[src/sv/bwmbc_pkg.sv]
// Package for the byte/word memory with bounds checking.
// Holds request codes, the request and response word types and the
// controller/datapath command and status structs. No dependencies.
package bwmbc_pkg;

	localparam int DEF_MEM_WORDS = 4096;
	localparam int BYTES_PER_WORD = 8;
	localparam int OFS_W = 3;

	localparam logic [2:0] REQ_WORD_RD = 3'd0;
	localparam logic [2:0] REQ_WORD_WR = 3'd1;
	localparam logic [2:0] REQ_BYTE_RD = 3'd2;
	localparam logic [2:0] REQ_BYTE_WR = 3'd3;
	localparam logic [2:0] REQ_UNAL_RD = 3'd4;
	localparam logic [2:0] REQ_UNAL_WR = 3'd5;

	typedef struct packed {
		logic [2:0]  req_type;
		logic [31:0] address;
		logic [63:0] write_data;
		logic [7:0]  write_byte;
	} req_t;

	typedef struct packed {
		logic [63:0] read_data;
		logic        mem_error;
	} rsp_t;

	typedef struct packed {
		logic load;
		logic rd_hi;
		logic cap_lo;
		logic cap_hi;
		logic wr_lo;
		logic wr_hi;
		logic clr_wr;
		logic finish;
	} ctl_cmd_t;

	typedef struct packed {
		logic err;
		logic wr;
		logic two;
		logic clr_last;
	} ctl_sts_t;

endpackage

[src/sv/bwmbc_ctrl.sv]
// Controller state machine of the byte/word memory.
// Sequences the clearing pass, the two word reads and the write-back.
// Depends on bwmbc_pkg.
module bwmbc_ctrl (
	input  logic                clk,
	input  logic                arst_n,
	input  logic                start,
	output logic                busy,
	output logic                done,
	input  bwmbc_pkg::ctl_sts_t sts,
	output bwmbc_pkg::ctl_cmd_t cmd
);
	import bwmbc_pkg::*;

	typedef enum logic [2:0] {
		S_CLEAR,
		S_IDLE,
		S_RD_LO,
		S_RD_HI,
		S_CAP_HI,
		S_WR_HI,
		S_DONE
	} state_t;

	state_t state_q;
	logic   done_q;

	always_ff @(posedge clk or negedge arst_n) begin
		if (!arst_n) begin
			state_q <= S_CLEAR;
			done_q <= 1'b0;
		end else begin
			done_q <= 1'b0;
			case (state_q)
				S_CLEAR: begin
					if (sts.clr_last) state_q <= S_IDLE;
				end
				S_IDLE: begin
					if (start) state_q <= S_RD_LO;
				end
				S_RD_LO: begin
					state_q <= sts.err ? S_DONE : S_RD_HI;
				end
				S_RD_HI: begin
					state_q <= S_CAP_HI;
				end
				S_CAP_HI: begin
					state_q <= sts.two ? S_WR_HI : S_DONE;
				end
				S_WR_HI: begin
					state_q <= S_DONE;
				end
				S_DONE: begin
					state_q <= S_IDLE;
					done_q <= 1'b1;
				end
				default: begin
					state_q <= S_IDLE;
				end
			endcase
		end
	end

	always_comb begin
		cmd = '0;
		case (state_q)
			S_CLEAR:  cmd.clr_wr = 1'b1;
			S_IDLE:   cmd.load = start;
			S_RD_LO:  cmd.rd_hi = 1'b0;
			S_RD_HI: begin
				cmd.rd_hi = 1'b1;
				cmd.cap_lo = 1'b1;
			end
			S_CAP_HI: begin
				cmd.cap_hi = 1'b1;
				cmd.wr_lo = sts.wr;
			end
			S_WR_HI:  cmd.wr_hi = 1'b1;
			S_DONE:   cmd.finish = 1'b1;
			default:  cmd = '0;
		endcase
	end

	assign busy = (state_q != S_IDLE);
	assign done = done_q;

`ifndef SYNTH
	a_done_idle: assert property (@(posedge clk) disable iff (!arst_n)
		done |-> !busy)
		else $error("result strobe while busy");
	a_accept_busy: assert property (@(posedge clk) disable iff (!arst_n)
		(start && !busy) |=> busy)
		else $error("accepted word did not make the block busy");
	a_no_bad_write: assert property (@(posedge clk) disable iff (!arst_n)
		(cmd.wr_lo || cmd.wr_hi) |-> (!sts.err && sts.wr))
		else $error("memory write on an erroring or read request");
	a_clear_busy: assert property (@(posedge clk) disable iff (!arst_n)
		cmd.clr_wr |-> (busy && !cmd.wr_lo && !cmd.wr_hi))
		else $error("clearing write overlaps a request");
`endif

endmodule
[config.mk]
export PLATFORM = sky130hd
export DESIGN_NAME = bwmbc_ctrl
export DESIGN_NICKNAME = d
export VERILOG_FILES = /design/src/sv/bwmbc_pkg.sv /design/src/sv/bwmbc_ctrl.sv
export SDC_FILE = /design/constraint.sdc
export NUM_CORES = 1
export LEC_CHECK = 0
export BUFFER_PORTS_ARGS = -buffer_cell sky130_fd_sc_hd__buf_4
export CORE_AREA = 5 5 42 44
export CTS_BUF_LIST = sky130_fd_sc_hd__clkbuf_8
export DETAILED_ROUTE_END_ITERATION = 7
export DIE_AREA = 0 0 47 49
export HOLD_SLACK_MARGIN = 0.15
export PLACE_DENSITY = 0.5
export SLEW_MARGIN = 20
export SYNTH_ARGS = -nofsm -noshare
export SYNTH_HDL_FRONTEND = slang
export SYNTH_SLANG_ARGS = --single-unit
[constraint.sdc]
create_clock -name clk -period 2.9 [get_ports clk]
set_clock_uncertainty 0.05 [all_clocks]
set_input_delay 0.725 -clock clk [delete_from_list [all_inputs] [get_ports clk]]
set_output_delay 0.725 -clock clk [all_outputs]
set_load 0.005 [all_outputs]
Word-level counts from Yosys, hierarchy flattened:

Index checks and enable logic that the tools add are counted.

* flip-flop bits (word level): 4
* bits of input ports: 7
* output and inout port bits: 10
* logic and storage cells: 24

* eq/ne operators: 9
* mux-type cells: 11
* reduce and logical (&&, ||, !) cells: 2

Operators with widths (count)
* 3-bit one-hot mux with 6 select lines: 1
* 3-bit equality test (second input constant): 3
* 3-bit two-way mux: 3
* 3-bit by 2-bit equality test with 1-bit output (second input constant): 2
* 1-bit two-way mux: 5
* 2-bit two-way mux: 2
* 2-bit != test (second input constant): 2
* 3-bit by 1-bit equality test with 1-bit output (second input constant): 1
* 3-bit zero test: 1
* 3-bit by 1-bit != test with 1-bit output (second input constant): 1
* 2-bit AND reduction: 1

Longest topological paths before layout:

* depth in word-level cells: 3
* depth in mapped cells: 5
* depth with buffers taken out: 5

Least setup slack after synthesis:

No wires, ideal clock.

* kind: register to output
* start point: register state_q[2]
* end point: output port cmd[6] (netlist bit)
* arrival: 946 ps
* required time: 2125 ps
* setup slack: 1179 ps
* stages on the path, launching flop included: 4
* path buffers: 2
* path through: dfrtp_1 -> buf_6 -> nor3b_1 -> buf_4

RTL lines
* from (decl): line bwmbc_ctrl.sv:25 `state_t state_q;`
* from (signal assigned): line bwmbc_ctrl.sv:42 `state_q <= sts.err ? S_DONE : S_RD_HI;`
* from (signal assigned): line bwmbc_ctrl.sv:48 `state_q <= sts.two ? S_WR_HI : S_DONE;`
* to (decl): line bwmbc_ctrl.sv:11 `output bwmbc_pkg::ctl_cmd_t cmd`

==> flow_summary_export.csv <==
group,metric,value,unit
run_status,status,"complete, no violations",
cts,postCtsSetupBuffers,0,
floorplan,coreArea,1400,um^2
detailed_routing,vias,291,
cts,cts-hold-fix-buffers,0,
timing,finalSetupTns,0,ns
timing,fin_crit,2.05,ns
synthesis,synth_area_per_cell,8.44,um^2
global_routing,grt_start_max_net_pins,13,
floorplan,rows,14,
setup_path,end_kind,"primary output",
cts,clock-sinks,4,
detailed_routing,drt_first_pass_iters,4,
synthesis,synthMuxAreaShare,0,%
layout,diodes,0,
synthesis,synth-compound-area-share,16.5,%
synthesis,yosys.area_share.simple,33.5,%
timing,period_share,70.5,%
cts,numCtsBuffers,3,
cts,cts_tree,"yes",
run,cap_violations,0,
power_and_ir_drop,p_per_area,961,nW/um^2
detailed_routing,drt-vias-per-instance,4.34,
layout,final_nets,61,
synthesis,ys_ff_latch,4,
synthesis,synth_top_area_cell,"dfrtp_1",
timing,rsz0062_at_grt,"false",
power_and_ir_drop,p_leak,0.221,nW
cts,cts_root_buf,"clkbuf_8",
setup_path,cp.arrival,1.27,ns
timing,fmax,489,MHz
global_routing,antenna_found_initial,0,
synthesis,syn_area,295,um^2
floorplan,die_h,49,um
power_and_ir_drop,irDropWorstVdd,0.452,mV
synthesis,ys_types,25,
setup_path,critPathKind,"reg2out",
global_routing,grt_util_all_layers,7.07,%
synthesis,yosysWarnings,0,
timing,finalHoldViolations,0,
detailed_routing,wire_per_inst,10.3,um
detailed_routing,ant_nets,0,
layout,drive_gt1_share,45.1,%
worst_hold_path,hold_class,"in2async",
timing,finalSetupViolations,0,
synthesis,synth_cells,35,
global_routing,overflow,0,
cts,ctsResizeCount,0,
floorplan,die_w,47,um
floorplan,dieArea,2300,um^2
timing,slew_viol_final,0,
floorplan,start_util,21.1,%
detailed_routing,finalWirelength,693,um
placed_design,port_buffers,16,
layout,syn2layout_area_growth,53.4,%
timing,worst_pin_slew,0.309,ns
synthesis,yosys.area_share.adder,4.24,%
floorplan,ios,17,
detailed_routing,drt-initial-drc-count,6,
global_routing,grt_pass1_vias,293,
cts,clk_pin_slew_worst_paths,0.03,ns
global_routing,grt_first_pass_wirelength,1180,um
cts,cts_max_level,1,
cts,worstSkewPairLatency,0.21,ns
synthesis,synth_nets,43,
synthesis,synthTopCellsByArea,"dfrtp_1 (34%), nor3b_1 (5.1%), ha_1 (4.2%)",
synthesis,ys_seq_area_share,33.9,%
detailed_routing,drc,0,
timing,relSlewSlack,79.4,%
layout,fillCellCount,157,
setup_path,path_max_fanout,12,
synthesis,synthXorXnorAreaFrac,0,%
placed_design,hpwl,549,um
placed_design,place_ws,0.966,ns
synthesis,synth_top_family_by_area,"simple AND/OR/NAND/NOR gates",
setup_path,crit_required,2.12,ns
cts,cts_buffer_depth,2,
power_and_ir_drop,totalPowerFinal,0.435,mW
timing,finalWorstSetupSlack,0.854,ns
placed_design,gp_congestion,0.746,
setup_path,startpoint_type,"flop",
synthesis,synth_top_area_share,33.9,%
==> layer usage <==
layer  vias to the layer above  wire, um  global-route usage, %
met5                         -         0                      0
met4                         0         0                   6.91
met3                         0        57                   2.58
met2                         9       333                   9.28
met1                       131       302                   8.24
li1                        151         -                      -
==> synth_stat cells <==
cell / instances
dfrtp_1: 4
nor2_1: 3
a21oi_1: 2
inv_1: 2
nand2_1: 2
nand2b_1: 2
nor3b_1: 2
a21o_1: 1
a22oi_1: 1
a31o_2: 1
and2_1: 1
and3_2: 1
buf_2: 1
buf_4: 1
buf_6: 1
ha_1: 1
inv_2: 1
nand3_1: 1
nand3b_1: 1
nor2b_1: 1
nor3_1: 1
o21ai_0: 1
o31a_2: 1
or3_1: 1
or3b_1: 1
==> placed cells by master, fill, tap and decap left out, types with 2 or more instances in the layout <==
master | synthesis | routed
nand2b_1 | 2 | 2
nor3b_1 | 2 | 2
buf_4 | 1 | 16
nor2_1 | 3 | 3
inv_1 | 2 | 2
a21oi_1 | 2 | 2
nand2_1 | 2 | 2
clkbuf_8 | 0 | 3
dfrtp_1 | 4 | 4
==> critical path, cell delays in order, from the launching register on <==
cell	delay [ns]
dfrtp_1	0.47
nor2_1	0.21
nand3_1	0.17
inv_1	0.10
buf_4	0.11
==> report_power, final <==
group / switching [mW] / internal, mW
registers: 0.0418 / 0.0744
clock network: 0.0265 / 0.0883
logic: 0.0849 / 0.119
==> cell families (layout without fill, tap and decap cells) <==
logic type                 after synthesis  in the layout
buffers and inverters                    6             22
DFF                                      4              4
adders and majority gates                1              1
AOI/OAI and AO/OA                        7              7
and+or+nand+nor                         17             17
==> state kept, by name, summed over array words and instances, names as in the netlist <==
signal / cells
done: 1
state_q: 3
==> area by class of cell <==
cell class | instances | area [um^2] | share of cell area (%)
Multi-Input combinational cell | 25 | 160 | 35.4
Tap cell | 16 | 20.0 | 4.42
Inverter | 3 | 11.3 | 2.49
Timing Repair Buffer | 16 | 120 | 26.5
Clock buffer | 3 | 41.3 | 9.12
Sequential cell | 4 | 100 | 22.1
==> worst paths after layout <==
kind	from	to	slack [ns]	cells past startpoint
setup reg to reg	state_q[1]$_DFFE_PN0P_	state_q[0]$_DFFE_PN0P_	1.48	4
max in group asynchronous	arst_n	done$_DFF_PN0_	2.45	1
hold reg to reg	state_q[1]$_DFFE_PN0P_	done$_DFF_PN0_	0.58	2
setup / recovery	state_q[2]$_DFFE_PN0P_	cmd[7]	0.85	4
hold / removal	arst_n	state_q[0]$_DFFE_PN0P_	0.25	1
min in group clk	state_q[1]$_DFFE_PN0P_	done$_DFF_PN0_	0.58	2
==> per-stage QoR <==
stage                     hold WS, ns  cell area (um^2)  util (%)  instances
after detailed placement        0.473               412      29.4         64
after global routing            0.248               453      32.3         67
after CTS                       0.244               453      32.3         67
after floorplan                 0.379               295         -         35
after global placement          0.474               412      29.4         64
final                           0.249               453      32.3         67
No activity file was read; power rests on OpenSTA's default activity.
